### src/hdl/mli_front.sv
// Front end: holds the size register, counts rows and columns of the load
// and tags each item with its store address and an end-of-matrix mark.
module mli_front #(
	parameter int MAX_SIZE = 8
) (
	input  logic                                 clk,
	input  logic                                 arst_n,
	input  logic                                 cfg_we,
	input  logic [3:0]                           cfg_data,
	input  logic                                 push,
	input  logic [31:0]                          element,
	input  logic                                 q_full,
	output logic                                 q_push,
	output logic [32 + $clog2(MAX_SIZE*MAX_SIZE+1):0] q_data,
	output logic [$clog2(MAX_SIZE+1)-1:0]        n
);
	localparam int CW = $clog2(MAX_SIZE + 1);
	localparam int AW = $clog2(MAX_SIZE * MAX_SIZE + 1);

	logic [3:0]    size_q;
	logic [CW-1:0] row_q, col_q;
	logic          end_row, end_mat;
	logic [AW-1:0] addr;

	always_comb begin
		if (size_q == 4'd0) n = CW'(1);
		else if (32'(size_q) > MAX_SIZE) n = CW'(MAX_SIZE);
		else n = CW'(size_q);
	end

	assign end_row = col_q == n - 1'b1;
	assign end_mat = end_row && row_q == n - 1'b1;
	assign addr    = AW'(32'(row_q) * MAX_SIZE + 32'(col_q));
	assign q_push  = push && !q_full;
	assign q_data  = {element, addr, end_mat};

	always_ff @(posedge clk or negedge arst_n) begin
		if (!arst_n) begin
			size_q <= 4'd8;
			row_q  <= '0;
			col_q  <= '0;
		end else if (cfg_we) begin
			size_q <= cfg_data;
			row_q  <= '0;
			col_q  <= '0;
		end else if (q_push) begin
			if (end_row) begin
				col_q <= '0;
				row_q <= end_mat ? '0 : row_q + 1'b1;
			end else begin
				col_q <= col_q + 1'b1;
			end
		end
	end
endmodule

### config.mk
export PLATFORM = sky130hd
export DESIGN_NAME = mli_front
export DESIGN_NICKNAME = d
export VERILOG_FILES = /design/src/hdl/mli_front.sv
export SDC_FILE = /design/constraint.sdc
export NUM_CORES = 1
export LEC_CHECK = 0
export BUFFER_PORTS_ARGS = -buffer_cell sky130_fd_sc_hd__buf_2
export CORE_ASPECT_RATIO = 0.9
export CORE_MARGIN = 8
export CORE_UTILIZATION = 35
export CTS_BUF_LIST = sky130_fd_sc_hd__clkbuf_8 sky130_fd_sc_hd__clkbuf_16
export DETAILED_ROUTE_END_ITERATION = 16
export GPL_TIMING_DRIVEN = 0
export PLACE_DENSITY_LB_ADDON = 0.3
export SLEW_MARGIN = 0
export SYNTH_ARGS = -nofsm -noshare
export SYNTH_HDL_FRONTEND = slang
export SYNTH_SLANG_ARGS = --single-unit
### constraint.sdc
create_clock -name clk -period 7.2 [get_ports clk]
set_input_delay 1.44 -clock clk [delete_from_list [all_inputs] [get_ports clk]]
set_output_delay 1.44 -clock clk [all_outputs]
set_load 0.01 [all_outputs]
Yosys cells after proc, flatten, opt, wreduce, memory -nomap -nowiden:

Index checks and enable logic that the tools add are counted.

* add/sub/neg operators: 4
* reduce and logical (&&, ||, !) cells: 7
* $lt $le $gt $ge: 1
* mux-type cells: 9
* eq/ne operators: 2

Operators with widths (number)
* $mux W4: 9
* $add A4 B1 Y4 const B: 2
* $eq A4 B4 Y1: 2
* $add A7 B4 Y7: 1
* $gt A4 B4 Y1 const B: 1
* $logic_not A4 Y1: 1
* $reduce_bool A2 Y1: 2
* $sub A4 B1 Y4 const B: 1
* $logic_and A1 B1 Y1: 2
* $reduce_and A2 Y1: 1
* $logic_not A1 Y1: 1

* logic and storage cells: 26
* register bits: 12

Logic depth before layout (Yosys ltp):

* depth after elaboration: 10
* mapped depth: 8
* mapped depth without buffers: 8

Worst setup path before layout:

No wires, ideal clock.

* path kind: flip-flop to output port
* start: reg size_q[1]
* end: out q_data[0]
* slack: 3605 ps
* cell stages (with the launch flop): 8
* path buffers: 1
* data arrival time: 2155 ps
* cells stage by stage: dfrtp_1 > o21ba_1 > or2_2 > ha_1 > xnor3_1 > a2111o_1 > nor2_1 > buf_4

* longest elaborated chain between the ends: 6
* elaborated cells on any way between the ends: 8
* classes of those cells: add/sub: 1; order compare: 1; eq/ne: 2; mux: 2; reduce/logical: 2

Ends and longest elaborated chain
* start, declared: RTL line 20 `logic [3:0] size_q;`
* start signal, assigned: RTL line 43 `size_q <= cfg_data;`
* $gt A4 B4 Y1: RTL line 27 `else if (32'(size_q) > MAX_SIZE) n = CW'(MAX_SIZE);`
* $mux W4: RTL line 27
* $mux W4 *: RTL line 26 `if (size_q == 4'd0) n = CW'(1);`
* $sub A4 B1 Y4 *: RTL line 31, 32
* $eq A4 B4 Y1, on equally long branches: RTL line 31, 32
* $logic_and A1 B1 Y1 *: RTL line 32 `assign end_mat = end_row && row_q == n - 1'b1;`
* end, declared: RTL line 14 `output logic [32 + $clog2(MAX_SIZE*MAX_SIZE+1):0] q_data,`

Mark *: on every way between the ends. The rest lies on a longest branch, timed or not.

Worst setup path in the final report:

Same ends and word-level chain as after synthesis.

==> results by group <==
Drt
  – DR pass1 iterations: 4
  – Initial drt markers: between 50 and 60
  – Post-route ant nets: 0
  – WL per Instance: roughly 12 µm
  – Vias/cell: roughly 4.4
  – Via count: 962
  – DRC: 0
  – Routed WL: roughly 2700 µm

Status
  – Run status: finished, final reports clean

Timing
  – Worst setup margin: just over 3 ns
  – Minimum clock period: 4.095 ns
  – Clk_skew: 0.003976 ns
  – RSZ-0062 raised after global routing: no
  – Worst-Margin Slew: about 0.49 ns
  – Final TNS setup: 0 ns
  – Final hold vios: 0
  – Fin crit share: a little under three fifths
  – Max Fclk: 0.2442 GHz
  – Slew margin rel.: between 60% and 70%
  – Max Slew Vio Count: 0
  – Final setup fails: 0

Synthesis
  – Syn Nets: around 170
  – Cells after Synth: 119
  – Synth Flop Type: dfrtp_1
  – Avg Inst Size Synth: 9.021 µm²
  – Synth warn: 0
  – Asr flop ratio synth: 100.0%
  – Post-synth EDFFs: 0
  – Synthesized flop and latch total: 12
  – Synth Cell Area: approximately 1100 µm²
  – Sequential area share after synthesis: between 20% and 30%
  – Post-synthesis cell type count: 34

Clock network
  – Clk slew on worst S/H paths: approximately 0.05 ns
  – Clk_lat worst skew: 0.24 ns
  – TritonCTS Sinks: 12
  – Number of CTS-inserted buffers: 3
  – CTS max path bufs: 2
  – Post-CTS setup buffers: 0
  – # resized after CTS: 0
  – Number of H-tree levels: 1
  – CTS root buffer: clkbuf_8
  – CTS tree: done
  – Hold-fix buffers at CTS: 0

Floorplan
  – Die width: between 70 and 80 µm
  – FP Rows: 19
  – Die Y: 68.54 µm
  – I/O pin cnt: 86
  – Total die area: between 5000 and 6000 µm²
  – Core area: 2995 µm²
  – Starting Density: a little over a third

GRT
  – First-pass GRT wire length: approximately 4400 µm
  – Grt ovf: 0
  – Largest net degree at the start of global routing: 13
  – Overall routing resource usage: a little over a tenth
  – Vias in the first global route: about 1000
  – Initial antenna violation count: 0

Cells and area
  – # diodes: 0
  – Register area: slightly above 300 µm²
  – Final net count: 223
  – Synthesis-to-layout area growth: 34.73%
  – Area used by multi-input combinational logic: 471.7 µm²
  – Layout cells sized above 1: between 50% and 60%
  – Finished Core Util: about half
  – Layout filler cell count: about 310

Setup path
  – Critical Path AT: 2.65 ns
  – CP Class: flip-flop to output port
  – CP endpoint kind: output port
  – Critical Path RT: 5.76 ns
  – Crit path launch type: flip-flop
  – Crit path max fanout: 8

Hold path
  – Hold/Removal Path Class: flip-flop to flip-flop

Pwr
  – Cell leakage power: roughly 0.8 nW
  – PD cells: 154.5 nW/µm²
  – Peak VDD IR: around 0.000069 V

Job
  – Max Cap Viol: 0

Placement
  – GPL Wtd Cong: approximately 0.89
  – Dpl ws: around 3.4 ns
  – IO buf count: 53
  – Dpl hpwl: about 2300 µm
==> cell type report <==
cell class | count | area share [%]
multi-input cells | 63 | 32.61
clock buffers | 4 | 3.806
flip-flops and latches | 12 | 20.85
repair buffers | 53 | 18.34
well taps | 42 | 3.633
plain buffers | 40 | 19.72
inverters | 4 | 1.038
==> worst max-delay path, cell delays in order (launching register included) <==
cell and delay [ns]:
dfrtp_1 0.38, o21ba_1 0.23, or2_2 0.30, ha_1 0.23, xnor3_1 0.37, a2111o_1 0.53, nor2_1 0.14, buf_4 0.11
buf_2 0.11
==> cells in the mapped netlist (all sizes together) (3+ instances only) <==
cell    instances  area [µm²]
a21oi           6       30.03
buf            36       270.3
clkbuf          4       15.01
dfrtp          11       275.3
ha              5       62.56
inv             4       15.01
mux2            4       45.04
nand2           7       26.28
nand3           3       15.01
nor2            6       22.52
o21ai           5       25.02
xnor2           3       26.28
==> through the flow <==
step                total power, W  cell area, µm²  cells  hold slack [ns]
global placement         0.0001505            1391    214           0.4895
finish                   0.0002235            1446    218           0.5021
floorplan                0.0001290            1074    119           0.4710
CTS                      0.0002267            1446    218           0.5107
global route             0.0002383            1446    218           0.5454
detailed placement       0.0001517            1391    214           0.5011
==> cell families (layout without fill, tap and decap cells) <==
group                      after synthesis  count (layout)  share of synthesized area, %
and+or+nand+nor                         30              30                         15.27
adders and majority gates                5               5                         5.828
muxes                                    5               5                         5.128
xor gates and xnor gates                 6               6                         7.460
buffers and inverters                   44             101                         27.97
AOI/OAI and AO/OA                       17              17                         10.26
DFF                                     12              12                         28.09
==> per-layer routing <==
metal  GRT usage, %  vias up  routed length, µm  part of all wire (%)
li1               -      480                  -                     -
met4          5.122        0                 56                   2.1
met1          12.52      420               1137                    42
met3          3.179        5                288                    11
met5              0        -                  0                     0
met2          18.70       57               1221                    45
==> cell usage in the layout (no fill, tap or decap) <==
cell / n
ha_1: 5
buf_4: 36
nor2_1: 6
o211ai_1: 1
o21ba_1: 1
or2b_1: 1
a211oi_2: 1
a2111o_1: 1
o21ai_1: 3
buf_2: 53
and3_1: 1
xor2_1: 1
nand4_1: 2
nand2b_1: 2
or3_1: 1
nor3_1: 1
nand4b_1: 1
o21a_1: 1
nor2b_2: 1
a31oi_1: 1
clkbuf_1: 4
o21ai_0: 2
inv_1: 4
or3_4: 1
clkbuf_8: 4
nand3_1: 3
a21oi_1: 6
dfrtp_1: 11
mux2_2: 4
xnor2_1: 3
nand3b_1: 2
dfstp_2: 1
or2_2: 1
nand2_1: 7
xnor3_1: 2
mux2i_1: 1
==> where the power goes <==
part | total [W] | leakage (nW) | internal [W] | switching, W
combinational | 0.0000741 | 0.621 | 0.0000408 | 0.0000333
sequential | 0.0000758 | 0.156 | 0.0000718 | 0.00000396
clock | 0.0000736 | 0.0288 | 0.0000483 | 0.0000253
==> worst paths after layout <==
path | start | end | slack [ns] | cells after the start
worst min register to register | size_q[0] | size_q[0] | 0.50 | 1
min in group asynchronous | arst_n | row_q[2] | 1.06 | 1
max in group asynchronous | arst_n | size_q[3] | 5.87 | 1
worst min-delay path | size_q[0] | size_q[0] | 0.50 | 1
worst max register to register | size_q[1] | row_q[3] | 4.71 | 8
worst max-delay path | size_q[1] | q_data[0] | 3.11 | 8
==> sequential cells by signal, indices dropped and copies added (netlist names) <==
name    cells
col_q       4
row_q       4
size_q      4
Note: power is estimated with default switching activity, not from simulation.
