## config.mk

```make
export PLATFORM = sky130hd
export DESIGN_NAME = mli_fifo
export DESIGN_NICKNAME = d
export VERILOG_FILES = /design/src/hdl/mli_fifo.sv
export SDC_FILE = /design/constraint.sdc
export NUM_CORES = 1
export LEC_CHECK = 0
export CORE_MARGIN = 4
export CORE_UTILIZATION = 35
export DETAILED_ROUTE_END_ITERATION = 8
export DONT_BUFFER_PORTS = 1
export GPL_ROUTABILITY_DRIVEN = 0
export GPL_TIMING_DRIVEN = 1
export PLACE_DENSITY_LB_ADDON = 0.08
export SLEW_MARGIN = 0
export SYNTH_ARGS = -nofsm -noshare
export SYNTH_HDL_FRONTEND = slang
export SYNTH_SLANG_ARGS = --single-unit
```

## constraint.sdc

```tcl
create_clock -name clk -period 2.1 [get_ports clk]
set_clock_uncertainty 0.15 [all_clocks]
set_input_delay 0.42 -clock clk [delete_from_list [all_inputs] [get_ports clk]]
set_output_delay 0.42 -clock clk [all_outputs]
set_load 0.005 [all_outputs]
```

## src/hdl/mli_fifo.sv

```systemverilog
// Small register FIFO used between front and engine and on the result side.
// No dependencies.
module mli_fifo #(
	parameter int WIDTH = 32,
	parameter int DEPTH = 4
) (
	input  logic             clk,
	input  logic             arst_n,
	input  logic             wr_en,
	input  logic [WIDTH-1:0] wr_data,
	output logic             full,
	input  logic             rd_en,
	output logic [WIDTH-1:0] rd_data,
	output logic             empty
);
	localparam int PW = DEPTH > 1 ? $clog2(DEPTH) : 1;
	localparam int NW = $clog2(DEPTH + 1);

	logic [WIDTH-1:0] mem_q [DEPTH];
	logic [PW-1:0]    wr_ptr_q, rd_ptr_q;
	logic [NW-1:0]    cnt_q;
	logic             do_wr, do_rd;

	assign full    = cnt_q == NW'(DEPTH);
	assign empty   = cnt_q == '0;
	assign rd_data = mem_q[rd_ptr_q];
	assign do_wr   = wr_en && !full;
	assign do_rd   = rd_en && !empty;

	always_ff @(posedge clk) begin
		if (do_wr) mem_q[wr_ptr_q] <= wr_data;
	end

	always_ff @(posedge clk or negedge arst_n) begin
		if (!arst_n) begin
			wr_ptr_q <= '0;
			rd_ptr_q <= '0;
			cnt_q    <= '0;
		end else begin
			if (do_wr) wr_ptr_q <= (wr_ptr_q == PW'(DEPTH - 1)) ? '0 : wr_ptr_q + 1'b1;
			if (do_rd) rd_ptr_q <= (rd_ptr_q == PW'(DEPTH - 1)) ? '0 : rd_ptr_q + 1'b1;
			if (do_wr && !do_rd) cnt_q <= cnt_q + 1'b1;
			else if (do_rd && !do_wr) cnt_q <= cnt_q - 1'b1;
		end
	end
endmodule

```

* Word-level counts from Yosys, hierarchy flattened *
Memories as Yosys holds them, arrays and structs flattened.
Cells that the tools add are included.

storage, ports and cells
  bits in registers = 7
  latch bits = 0
  bits in writable memories = 128
  memory bits (read-only) = 0
  input port bits = 36
  output and inout port bits = 34
  word-level logic and storage cells = 27
  memories kept = 1

memory list
  memory  words  width  read ports  clocked after memory_dff  write ports  line  RTL
  mem_q   4      32     1           0                         1            19    logic [WIDTH-1:0] mem_q [DEPTH];

operators by class
  $add $sub $neg = 4
  multipliers = 0
  div/mod/pow operators = 0
  magnitude comparators = 0
  equality and inequality tests = 3
  shift operators = 0
  mux-type cells = 6
  bitwise gates (word level) = 0
  reductions and logical operators = 10

operator list
  kind                                                                 count
  3-bit 2-to-1 mux                                                     2
  2-bit by 1-bit adder with 2-bit output (second input constant)       2
  2-bit == test (second input constant)                                2
  1-bit logical AND                                                    4
  1-bit logical NOT                                                    4
  2-bit 2-to-1 mux                                                     2
  3-bit by 1-bit adder with 3-bit output (second input constant)       1
  3-bit == test (second input constant)                                1
  3-bit logical NOT                                                    1
  3-bit by 1-bit subtractor with 3-bit output (second input constant)  1
  1-bit 2-to-1 mux                                                     2
  2-bit nonzero test                                                   1

* Logic depth before layout (Yosys ltp) *
  word-level depth = 7
  gate-level depth with buffers = 9
  mapped depth without buffers = 8

* Worst setup path before layout *
Ideal clock, no wire load.

  kind = flip-flop to flip-flop
  start = register cnt_q[2]
  end = memory mem_q[0][0], enable pin
  library setup time = 392 ps
  arrival time = 1,649 ps
  data required time = 1,558 ps
  slack = -91 ps
  stages on the path, launching flop included = 5
  buffers on the path = 1
  period minus slack after synthesis = 2,191 ps
  path through = dfrtp_1 nor3b_2 nor2b_1 buf_2 and2_1

on the way
  word-level cells in the longest chain between the ends = 5

ends and longest elaborated chain
  item                                    line  RTL
  from (decl)                             21    logic [NW-1:0] cnt_q;
  from (signal assigned)                  42    if (do_wr && !do_rd) cnt_q <= cnt_q + 1'b1;
  from (signal assigned)                  43    else if (do_rd && !do_wr) cnt_q <= cnt_q - 1'b1;
  3-bit == test                           24    assign full = cnt_q == NW'(DEPTH);
  net full                                11    output logic full,
  1-bit logical NOT                       27    assign do_wr = wr_en && !full;
  1-bit logical AND                       27
  net do_wr                               22    logic do_wr, do_rd;
  1-bit 2-to-1 mux                        31    if (do_wr) mem_q[wr_ptr_q] <= wr_data;
  1-bit 2-to-1 mux (not written as such)  31
  to (decl)                               19

The timed path passes the listed nets, and every way through them passes these cells.

* Final worst setup path *
  start = register rd_ptr_q[0]
  end = output rd_data[21]

on the way
  word-level cells in the longest chain between the ends = 1

ends and longest elaborated chain
  item                    line  RTL
  from (decl)             20    logic [PW-1:0] wr_ptr_q, rd_ptr_q;
  from (signal assigned)  41    if (do_rd) rd_ptr_q <= (rd_ptr_q == PW'(DEPTH - 1)) ? '0 : rd_ptr_q + 1'b1;
  memory read 4 x 32 bit  n/a
  to (decl)               13    output logic [WIDTH-1:0] rd_data,

No other way between the ends.

==> metrics <==
number of remaining DRC errors 0; post-synthesis sequential area ratio 79.49%; share of layout cells above drive strength 1 34.51%; Vias 2230; clock latency at the later pin of the worst-skew pair 0.41 ns; post-route setup slack -0.06243 ns; first-pass GRT wire length 14460 um; crit-path leading delay family multiplexers; Fin. Hold Viols 0; Design Area, Final 6331 um^2; Buffers on Ports 0; slowest CP cell mux4_2; measured slew at the worst slew-check pin 0.3596 ns; wire length per cell 19.95 um; Worst Setup Start Kind flip-flop; syn avg cell area 24.66 um^2; initial antenna violation count 0; Worst Path Max Fanout 20; CTS tree yes; TritonRoute pass-1 iters 4; Overflow after GRT 0; FP Rows 43; failing checks setup timing; post-route non-filler standard cell count 464; syn_nets 248; area grow syn2layout 25.22%; floorplan core area 13990 um^2; register area 4024 um^2; Die Wd 128.2 um; worst min-delay path class input port to asynchronous set/reset pin; FF+latch count, synth 135; Total Die Area 16430 um^2; vias in the first global route 2492; Hold Worst Slack 0.2070 ns; maximum vdd drop 0.4768 mV; leakage 2.110 nW; critical path data arrival time 1.59 ns; crit-path max cell delay 0.57 ns; CTS Buf Count 17; initial DRC count 115; Syn. warnings 0; fmax 0.4624 GHz; height of the die 128.2 um; dpl hpwl 6146 um; Critical path buffers and inverters 1; Max transition margin 75.95%; Multi-input gate area 1003 um^2; largest net degree at the start of global routing 21; clk buf depth 2; crit end category output port; status finished with violations; ANT nets after route 0; final core utilization 45.26%; minimum clock period 2.162 ns; Post-Route WL 9258 um; pins over their slew limit 0; setup TNS -1.129 ns; Mapped Cells 205; initial core utilization 36.14%; CP Cell Sequence buf_12 > mux4_2; pwr/cell area 1365 nW/um^2; total track usage 12.37%; max-cap violation count 0; synthesized area 5056 um^2; CTS Sinks 135; worst path required time 1.53 ns; Clk pin slew, worst setup/hold paths 0.06 ns; final setup fails 32; final worst-path cycle share 103.0%; Yosys cell types 20; Worst Setup Path Type flip-flop to output port; # diodes 0; Ports 70; NumNets Final 314; DR vias/cell 4.806; Placed Area 5398 um^2; dpl cells 394; htree depth 4; # fillers 1207; RSZ-0062 raised after global routing yes; clock root cell clkbuf_16
==> synthesized netlist by cell type <==
| library cell | count | share of area (%) |
|---|---|---|
| clkbuf_1 | 2 | 0.15 |
| nor2_1 | 2 | 0.15 |
| fa_1 | 1 | 0.40 |
| nor2b_1 | 1 | 0.12 |
| dfrtp_1 | 7 | 3.5 |
| o31ai_2 | 1 | 0.25 |
| nor3b_2 | 1 | 0.25 |
| inv_1 | 3 | 0.22 |
| xor2_1 | 2 | 0.35 |
| nor3_1 | 2 | 0.20 |
| ha_1 | 6 | 1.5 |
| xnor2_1 | 1 | 0.17 |
| and2_1 | 4 | 0.49 |
| a21o_1 | 1 | 0.15 |
| buf_2 | 4 | 0.40 |
| edfxtp_1 | 128 | 76 |
| buf_4 | 3 | 0.45 |
| mux2_2 | 2 | 0.45 |
| mux4_2 | 32 | 14 |
| mux2_4 | 2 | 0.59 |
==> worst register-to-register path, stage by stage (launching register included) <==
cell and delay, ns:
dfrtp_2 0.46, o31ai_4 0.26, ha_2 0.23, inv_2 0.05
fa_2 0.36, xor2_1 0.15, nor2_1 0.13, xor2_1 0.17
==> registers in the layout, summed over array words and instances (netlist names) <==
register and count:
wr_ptr_q 2, mem_q 128, cnt_q 3, rd_ptr_q 2
==> cell families after synthesis <==
family / count (synthesis) / share of synthesized area (%)
and+or+nand+nor: 10 / 1.213
AOI/OAI and AO/OA: 2 / 0.3960
DFF: 135 / 79.49
xor gates and xnor gates: 3 / 0.5198
buffers and inverters: 12 / 1.213
adders and majority gates: 7 / 1.881
muxes: 36 / 15.29
==> metal layers <==
layer	vias up	GRT usage (%)	share of wire (%)
li1	997	-	-
met2	52	21.33	55
met5	-	0	0
met3	15	4.125	4.7
met4	0	5.618	1.6
met1	1166	13.86	39
==> power breakdown <==
group          total [W]  leakage, nW  internal [W]  switching (W)
clock            0.00261        0.255       0.00163       0.000979
sequential       0.00377         1.25       0.00358       0.000192
combinational    0.00226        0.605       0.00112        0.00114
==> path summary, 6_finish.rpt <==
path / startpoint / end / slack, ns / cells after the start
worst max-delay path: rd_ptr_q[0] / rd_data[21] / -0.06 / 2
min in group clk: rd_en / cnt_q[0] / 0.22 / 3
worst min register to register: wr_ptr_q[1] / wr_ptr_q[1] / 0.45 / 1
worst min-delay path: arst_n / cnt_q[1] / 0.21 / 1
max in group asynchronous: arst_n / rd_ptr_q[0] / 1.31 / 1
worst max register to register: cnt_q[1] / cnt_q[2] / 0.06 / 7
==> cell usage in the layout (no fill, tap or decap), types with 2 or more instances in the layout <==
cell           netlist  layout
dfrtp_2              0       4
edfxtp_1           128     128
inv_1                3       2
buf_12               0       2
ha_1                 6       5
clkbuf_8             0       4
mux2_4               2       2
nor3_1               2       2
mux2_2               2       2
dfrtp_1              7       3
and2_2               0       4
nor2_1               2       2
clkbuf_16            0      17
xor2_1               2       2
clkbuf_1             2       7
clkinvlp_4           0       2
clkinv_2             0       2
dlygate4sd3_1        0      33
mux4_2              32      32
buf_4                3      20
==> final cells by class <==
type                            instances  share of cell area (%)
Clock buffer                           28                   8.004
Inverter                                3                  0.1779
Timing Repair Buffer                   56                   8.459
Clock inverter                          4                  0.3953
Sequential cell                       135                   63.56
Multi-Input combinational cell         58                   15.85
Tap cell                              180                   3.557
==> repair_timing <==
| item | CTS | global route |
|---|---|---|
| setup endpoints to repair | 33 | 33 |
| pin swaps | 1 | 5 |
| endpoints found under the hold margin | 135 | 0 |
| setup buffers | 2 | 3 |
| resized for setup | 7 | 4 |
| hold buffers | 33 | 0 |
==> stage by stage <==
stage | total power, W | setup slack, ns
6_report | 0.008642 | -0.06243
5_1_grt | 0.009129 | -0.1318
2_1_floorplan | 0.005283 | 0.02071
4_1_cts | 0.008761 | -0.1148
3_3_place_gp | 0.005854 | 0.08193
3_5_place_dp | 0.005986 | -0.09501
Note: power is estimated with default switching activity, not from simulation.
